### src/hdl/tsb_pkg.sv
// shared types and constants for the timer slot bank
// no dependencies
`timescale 1ns / 1ps

package tsb_pkg;

    localparam int MAX_SLOTS  = 16;
    localparam int TIME_W     = 32;
    localparam int SLOT_IDX_W = 4;
    localparam int ALLOC_W    = 5;
    localparam int LIMIT_W    = 16;
    localparam int S_DATA_W   = 88;
    localparam int M_DATA_W   = 48;

    typedef enum logic [2:0] {
        OP_TICK    = 3'd0,
        OP_SET     = 3'd1,
        OP_DELETE  = 3'd2,
        OP_RESTART = 3'd3,
        OP_ENABLE  = 3'd4,
        OP_DISABLE = 3'd5,
        OP_TOGGLE  = 3'd6,
        OP_QUERY   = 3'd7
    } op_t;

    // command token walking down the row of slot cells
    typedef struct packed {
        logic                   valid;
        op_t                    op;
        logic [TIME_W-1:0]      now_ms;
        logic [SLOT_IDX_W-1:0]  slot_index;
        logic [TIME_W-1:0]      period_ms;
        logic [LIMIT_W-1:0]     run_limit;
        logic [ALLOC_W-1:0]     alloc;
        logic [MAX_SLOTS-1:0]   fired;
        logic [MAX_SLOTS-1:0]   retired;
        logic [SLOT_IDX_W-1:0]  granted;
        logic                   picked;
        logic                   ok;
        logic                   en;
    } token_t;

endpackage

### src/hdl/tsb_slot_cell.sv
// one timer slot: holds the slot state and acts on the passing command token
// depends on tsb_pkg
`timescale 1ns / 1ps

module tsb_slot_cell (
    input  logic                           aclk,
    input  logic                           aresetn,
    input  logic [tsb_pkg::SLOT_IDX_W-1:0] cell_idx,
    input  tsb_pkg::token_t                tok_in,
    output tsb_pkg::token_t                tok_out
);
    import tsb_pkg::*;

    logic                  active_reg, active_next;
    logic                  enable_reg, enable_next;
    logic [TIME_W-1:0]     period_reg, period_next;
    logic [TIME_W-1:0]     mark_reg, mark_next;
    logic [LIMIT_W-1:0]    limit_reg, limit_next;
    logic [LIMIT_W-1:0]    runs_reg, runs_next;
    token_t                tok_reg, tok_next;

    logic [TIME_W-1:0]     elapsed;
    logic [LIMIT_W-1:0]    runs_inc;
    logic                  below;
    logic                  addressed;

    assign elapsed   = tok_in.now_ms - mark_reg;
    assign runs_inc  = runs_reg + LIMIT_W'(1);
    assign below     = ALLOC_W'(cell_idx) < tok_in.alloc;
    assign addressed = below && (tok_in.slot_index == cell_idx);

    always_comb begin
        active_next = active_reg;
        enable_next = enable_reg;
        period_next = period_reg;
        mark_next   = mark_reg;
        limit_next  = limit_reg;
        runs_next   = runs_reg;
        tok_next    = tok_in;
        if (tok_in.valid) begin
            case (tok_in.op)
                OP_TICK: begin
                    if (below && active_reg && (elapsed >= period_reg)) begin
                        mark_next = mark_reg + period_reg;
                        if (enable_reg) begin
                            if (limit_reg == '0) begin
                                tok_next.fired[cell_idx] = 1'b1;
                            end else if (runs_reg < limit_reg) begin
                                tok_next.fired[cell_idx] = 1'b1;
                                runs_next = runs_inc;
                                if (runs_inc >= limit_reg) begin
                                    tok_next.retired[cell_idx] = 1'b1;
                                    active_next = 1'b0;
                                    enable_next = 1'b0;
                                    period_next = '0;
                                    runs_next   = '0;
                                end
                            end
                        end
                    end
                end
                OP_SET: begin
                    if (!tok_in.picked && ((below && !active_reg) ||
                                           (ALLOC_W'(cell_idx) == tok_in.alloc))) begin
                        active_next      = 1'b1;
                        enable_next      = 1'b1;
                        period_next      = tok_in.period_ms;
                        limit_next       = tok_in.run_limit;
                        runs_next        = '0;
                        mark_next        = tok_in.now_ms;
                        tok_next.granted = cell_idx;
                        tok_next.picked  = 1'b1;
                        tok_next.ok      = 1'b1;
                        if (!below) begin
                            tok_next.alloc = tok_in.alloc + ALLOC_W'(1);
                        end
                    end
                end
                OP_DELETE: begin
                    if (addressed) begin
                        tok_next.ok = 1'b1;
                        if (active_reg) begin
                            active_next = 1'b0;
                            enable_next = 1'b0;
                            period_next = '0;
                            runs_next   = '0;
                        end
                    end
                end
                OP_RESTART: begin
                    if (addressed) begin
                        tok_next.ok = 1'b1;
                        mark_next   = tok_in.now_ms;
                    end
                end
                OP_ENABLE: begin
                    if (addressed) begin
                        tok_next.ok = 1'b1;
                        enable_next = 1'b1;
                    end
                end
                OP_DISABLE: begin
                    if (addressed) begin
                        tok_next.ok = 1'b1;
                        enable_next = 1'b0;
                    end
                end
                OP_TOGGLE: begin
                    if (addressed) begin
                        tok_next.ok = 1'b1;
                        enable_next = !enable_reg;
                    end
                end
                OP_QUERY: begin
                    if (addressed) begin
                        tok_next.ok = 1'b1;
                        tok_next.en = enable_reg;
                    end
                end
                default: begin
                    tok_next = tok_in;
                end
            endcase
        end
    end

    always_ff @(posedge aclk) begin
        if (!aresetn) begin
            active_reg <= 1'b0;
            enable_reg <= 1'b0;
            tok_reg    <= '0;
        end else begin
            active_reg <= active_next;
            enable_reg <= enable_next;
            tok_reg    <= tok_next;
        end
    end

    always_ff @(posedge aclk) begin
        period_reg <= period_next;
        mark_reg   <= mark_next;
        limit_reg  <= limit_next;
        runs_reg   <= runs_next;
    end

    assign tok_out = tok_reg;

endmodule

### config.mk
export PLATFORM = sky130hd
export DESIGN_NAME = tsb_slot_cell
export DESIGN_NICKNAME = d
export VERILOG_FILES = /design/src/hdl/tsb_pkg.sv /design/src/hdl/tsb_slot_cell.sv
export SDC_FILE = /design/constraint.sdc
export NUM_CORES = 1
export LEC_CHECK = 0
export ABC_AREA = 1
export BUFFER_PORTS_ARGS = -buffer_cell sky130_fd_sc_hd__buf_2
export CAP_MARGIN = 15
export CORE_MARGIN = 2
export CORE_UTILIZATION = 29
export CTS_BUF_LIST = sky130_fd_sc_hd__clkbuf_4 sky130_fd_sc_hd__clkbuf_8 sky130_fd_sc_hd__clkbuf_16
export DETAILED_ROUTE_END_ITERATION = 8
export PLACE_DENSITY = 0.44
export SLEW_MARGIN = 10
export SYNTH_ARGS = -nofsm -noshare
export SYNTH_HDL_FRONTEND = slang
export SYNTH_SLANG_ARGS = --single-unit
### constraint.sdc
create_clock -name aclk -period 7.2 [get_ports aclk]
set_input_delay 0.36 -clock aclk [delete_from_list [all_inputs] [get_ports aclk]]
set_output_delay 0.36 -clock aclk [all_outputs]
set_load 0.02 [all_outputs]
Yosys cells after proc, flatten, opt, wreduce, memory -nomap -nowiden
Cells that the tools add are included.
- eq/ne operators: 21
- reductions and logical operators: 22
- $add $sub $neg: 4
- bitwise operators: 2
- magnitude comparators: 6
- multiplexer cells: 59
- operators with widths (kind ; number):
    32-bit two-way mux ; 15
    32-bit case mux with 3 select lines ; 2
    16-bit two-way mux ; 11
    132-bit two-way mux ; 1
    16-bit case mux with 3 select lines ; 1
    32-bit adder ; 1
    32-bit >= comparator ; 1
    16-bit bitwise OR ; 2
    32-bit subtractor ; 1
    9-bit AND reduction ; 3
    2-bit inequality test, second input constant ; 12
    5-bit two-way mux ; 4
    1-bit two-way mux ; 19
    16-bit by 1-bit adder with 16-bit output, second input constant ; 1
    16-bit >= comparator ; 1
    16-bit logical NOT ; 1
    16-bit < comparator ; 1
    3-bit == test, second input constant ; 4
    10-bit AND reduction ; 1
    3-bit by 2-bit == test with 1-bit output, second input constant ; 2
    1-bit logical AND ; 6
    6-bit two-way mux ; 1
    1-bit case mux with 3 select lines ; 2
    1-bit case mux with 6 select lines ; 1
    17 further kinds ; 20
- input bits: 138
- logic and storage cells: 133
- bits in registers: 230

Depth between registers and ports, before layout
- word-level depth: 12
- mapped depth: 31

Worst setup path after synthesis
OpenSTA, ideal clock, no wires.
- path kind: input to register
- from: in tok_in[96] (netlist name)
- to: reg period_reg[0] (enable)
- buffers on the path: 0
- library setup time: 421 ps
- cell stages on the path: 24
- data required time: 6779 ps
- slack: 2125 ps
- arrival: 4654 ps
- cell sequence: inv_1 -> ha_1 -> inv_1 -> fa_1 -> nand3_1 -> nand3_1 -> a21oi_1 -> o21ai_2 -> a21oi_1 -> o21ai_0 -> nand2_1 -> nand2_1 -> xor2_1 -> ha_1 -> nand2_1 -> nor2_1 -> nand4_1 -> nor3b_1 -> nand2_1 -> nand2_1 -> nand2_1 -> nand2_1 -> nand4_1 -> nor2_1
- word-level cells in the longest chain between the ends: 5
- ends and longest elaborated chain (element ; RTL line ; text):
    from (decl) ; tsb_slot_cell.sv:9 ; input tsb_pkg::token_t tok_in,
    32-bit subtractor ; tsb_slot_cell.sv:27 ; assign elapsed = tok_in.now_ms - mark_reg;
    32-bit >= comparator ; tsb_slot_cell.sv:43 ; if (below && active_reg && (elapsed >= period_reg)) begin
    1-bit logical AND ; tsb_slot_cell.sv:43 ;
    2-bit inequality test (no source line) ; - ;
    10-bit AND reduction (no source line) ; - ;
    to (signal assigned) ; tsb_slot_cell.sv:140 ; period_reg <= period_next;
    to (decl) ; tsb_slot_cell.sv:16 ; logic [TIME_W-1:0] period_reg, period_next;
No other way between the ends.
A chain may end at the register's enable or synchronous reset.

Final worst setup path
- from: in tok_in[96] (netlist name)
- to: reg mark_reg[12] (enable)
- word-level cells in the longest chain between the ends: 5
- ends and longest elaborated chain (element ; RTL line ; text):
    32-bit subtractor ; tsb_slot_cell.sv:27 ;
    32-bit >= comparator ; tsb_slot_cell.sv:43 ;
    1-bit logical AND ; tsb_slot_cell.sv:43 ;
    2-bit inequality test (no source line) ; - ;
    5-bit AND reduction (no source line) ; - ;
    to (signal assigned) ; tsb_slot_cell.sv:141 ; mark_reg <= mark_next;
    to (decl) ; tsb_slot_cell.sv:17 ; logic [TIME_W-1:0] mark_reg, mark_next;
No other way between the ends.

==> impl.org <==
** Global route
- Overall fraction of global-route tracks in use :: roughly 18%
- Initial antenna violation count :: 2
- The first global-routing pass estimated between 60000 and 70000 um of wire.
- After global routing the overflow that remains totals 0.
- Number of global-route vias before repair :: ~13k
- Pin count of the biggest net entering global routing :: 64

** STA
- The final critical path takes up between 70% and 80% of the cycle.
- For the pin with the worst max-slew slack, the measured transition is just under 1 ns.
- Final clock skew :: about 0.012 ns
- The final number of hold-violating endpoints is 0.
- Setup repair after global routing missed its margin :: false
- Final critical path time including I/O delays and setup :: about 5.2 ns
- Normalized max-slew margin :: around a third
- Post-route setup slack :: roughly 2.0 ns
- Based on the critical path, the design can be clocked at up to between 150 and 200 MHz.
- Post-Route Setup TNS :: 0 ns
- Final count of pins violating max slew :: 0
- Setup violations remaining at the end of the flow were counted as 0.
- On the final layout, the worst hold slack is between 0.02 and 0.025 ns.

** Yosys
- EDFF count, synth :: 96
- Top cell type's share of synthesized area :: 21.1%
- Sequential cell area fraction in the yosys report :: between 40% and 50%
- Ranked by total cell area, the synthesized netlist is headed by edfxtp_1, dfxtp_1, ha_1.
- Summing every instance area after synthesis gives between 10000 and 15000 um2.
- During synthesis, Yosys emitted a total of 0 warnings.
- Counting every net in the synthesized netlist gives 2072.
- Share of synthesized flip-flops with an asynchronous set or reset :: 0%
- Number of synthesized register bits :: 230
- Among all cell types in the netlist, the one instantiated most often is nand2_1.
- The cell count after synthesis came out at ~1.8k.
- Cell type with the highest aggregate area in the netlist :: edfxtp_1
- For this run, the leading register cell type out of synthesis is dfxtp_1.
- Synthesis instantiated 46 different standard cells from the library.
- Post-synthesis area per instance :: approximately 7.6 um2
- Synth top cells by count :: nand2_1, inv_1, nor2_1, dfxtp_1, ha_1

** Clocking
- Clock tree from TritonCTS :: yes
- Clk Tree Root Cell :: clkbuf_16
- In this run the deepest clock path goes through 3 buffers.
- CTS built an H-tree with a depth of 1.
- The number of hold buffers added after CTS was 79.
- After clock tree synthesis, the clock-pin slew on the worst setup and hold paths is around 0.050 ns.
- The later pin in the worst-skew pair is clocked with a latency of a little under 0.6 ns.
- Counting every sink on the clock net gives 230.
- Number of buffers added by the clock tree synthesis step :: 30
- Post-cts repair resize count :: 0
- Buffers added to address setup during post-CTS repair amount to 0.

** Die
- Pin placement for this block handled 270 I/O pins.
- Starting density of the core :: between 20 and 30%
- The die is between 200 and 250 um tall.
- The die is between 200 and 250 um wide.
- The die covers 49000 um2.
- Standard-cell row count :: 79
- After floorplanning, the core was sized to cover ~47000 um2.

** Layout
- Flip-flop count of the largest register, all copies and words added :: between 100 and 150
- Nets@finish :: between 2k and 2.5k
- Register area :: ~5600 um2
- Area of the multi-input gates :: ~6800 um2
- Proportion of layout cells with a drive suffix above 1 :: between 15 and 20%
- Post-layout instance area :: about 18000 um2
- After filler insertion, the fill cell instance count of the layout stands at 4926.
- Core utilization of the finished layout :: 37.9%
- From synthesis to final layout, the design area changed by 28.9%.

** Run status
- Result of the run :: finished, final reports clean

** Worst setup path
- Data arrival time of the critical path :: 5.43 ns
- Worst R2R Path Depth :: 24
- Req. time, crit path :: around 7.5 ns
- Critical path capture point type :: register
- Critical path type :: input pin to register
- The worst setup path is launched from an input pin.
- Critical Path Fanout Max :: 18

** Flow run
- Number of max-capacitance violations reported :: 0

** Routing
- Drt first-iter violations :: between 500 and 600
- Final wirelength :: between 40000 and 50000 um
- The first detailed-routing pass ran for 5 iterations.
- Via/cell ratio :: roughly 4.5
- Number of design rule violations left after detail routing :: 0
- Routed wire per std cell :: approximately 16 um
- Number of nets with antenna violations after routing :: 0
- In the final routing, the length of wire on met1 measures approximately 20000 um.
- Detailed routing placed a total of between 20000 and 25000 um of wire on met2.
- Overall via count from detail_route :: roughly 13k
- Uppermost layer routed :: met5
- Routed length on met3 :: between 3000 and 4000 um

** Worst hold path
- Worst hold-check path type :: input pin to register
- Counting instances, the worst hold path has a depth of 3.

** Place
- Final estimated routing congestion in global placement :: between 0.8 and 0.9
- Worst slack at placement :: between 1.5 and 2 ns
- Detailed placement finished with a half-perimeter wire length of roughly 36000 um.
- Input and output buffers added on the ports amount to approximately 270.
- Area of placed instances :: roughly 16000 um2

** Pwr
- IR Drop Worst-Case VDD :: about 0.00017 V
- Dividing total power by cell area gives a power density of about 210 nW/um2.
- Lkg Pwr :: between 9 and 10 nW
final cells by class:
cell class	instances	area share, %
Clock buffer	43	5.04
Timing Repair Buffer	355	12.4
Antenna cell	3	0.0425
Clock inverter	13	1.17
Inverter	341	7.25
Sequential cell	230	31.5
Multi-Input combinational cell	1199	38.3
Tap cell	607	4.30
layer usage:
layer	up-vias	track usage (%)
met5	-	0
met4	2	4.46
met1	5730	22.4
met3	64	4.49
li1	6473	-
met2	322	31.0
placed cells by master, fill, tap and decap left out, types with 10 or more instances in the layout:
cell,netlist,final
xnor2_1,19,19
a21oi_1,116,116
a31oi_1,12,12
xor2_1,40,40
nor3_1,38,37
buf_2,4,268
dlygate4sd3_1,0,79
edfxtp_1,96,96
dfxtp_1,134,134
nand3_1,51,51
nand4_1,19,19
clkbuf_4,0,10
clkbuf_16,0,32
o21ai_0,78,78
ha_1,132,132
nand2_1,357,357
nor2_1,261,258
inv_1,337,337
through the flow:
step                      cells  total power [W]
after detailed placement   2653          0.00207
final                      2791          0.00373
after global routing       2788          0.00392
after floorplan            1800          0.00185
after CTS                  2788          0.00378
after global placement     2653          0.00207
logic make-up (layout without fill, tap and decap cells):
family,Yosys count,after routing,share of synthesized area (%)
simple gates,757,757,23.0
buf+inv,371,752,10.2
fa+ha+maj,134,134,12.4
xor+xnor,59,59,3.77
compound gates,249,249,10.1
flops,230,230,40.6
other cells,0,3,0
worst max-delay path: stages:
cell and delay, ns:
dlygate4sd3_1 0.54, buf_2 0.13, inv_1 0.07, ha_1 0.19, inv_1 0.06, fa_1 0.40, nand3_1 0.10, nand3_1 0.13
a21oi_1 0.29, o21ai_2 0.14, a21oi_1 0.29, o21ai_0 0.18, nand2_1 0.09, nand2_1 0.06, xor2_1 0.15, ha_1 0.28
nand2_1 0.06, nor2_1 0.14, nand4_1 0.11, nor3b_1 0.21, nand2_1 0.07, nand2_1 0.07, nand2_1 0.09, nand2_1 0.13
nand3_1 0.13, nor2_4 0.52, buf_4 0.42
final timing paths:
kind                from      endpoint  slack (ns)
max reg2reg  mark_reg[0]  mark_reg[12]        2.20
min reg2reg   active_reg    active_reg        0.63
max           tok_in[96]  mark_reg[12]        2.02
min           tok_in[76]   tok_out[76]        0.02
power by group:
| part | switching (W) | internal [W] |
|---|---|---|
| Combinational | 0.000395 | 0.000238 |
| Clock | 0.000611 | 0.00104 |
| Sequential | 0.0000234 | 0.00142 |
| Total | 0.00103 | 0.00270 |
Power figures use the tool's default switching activity.
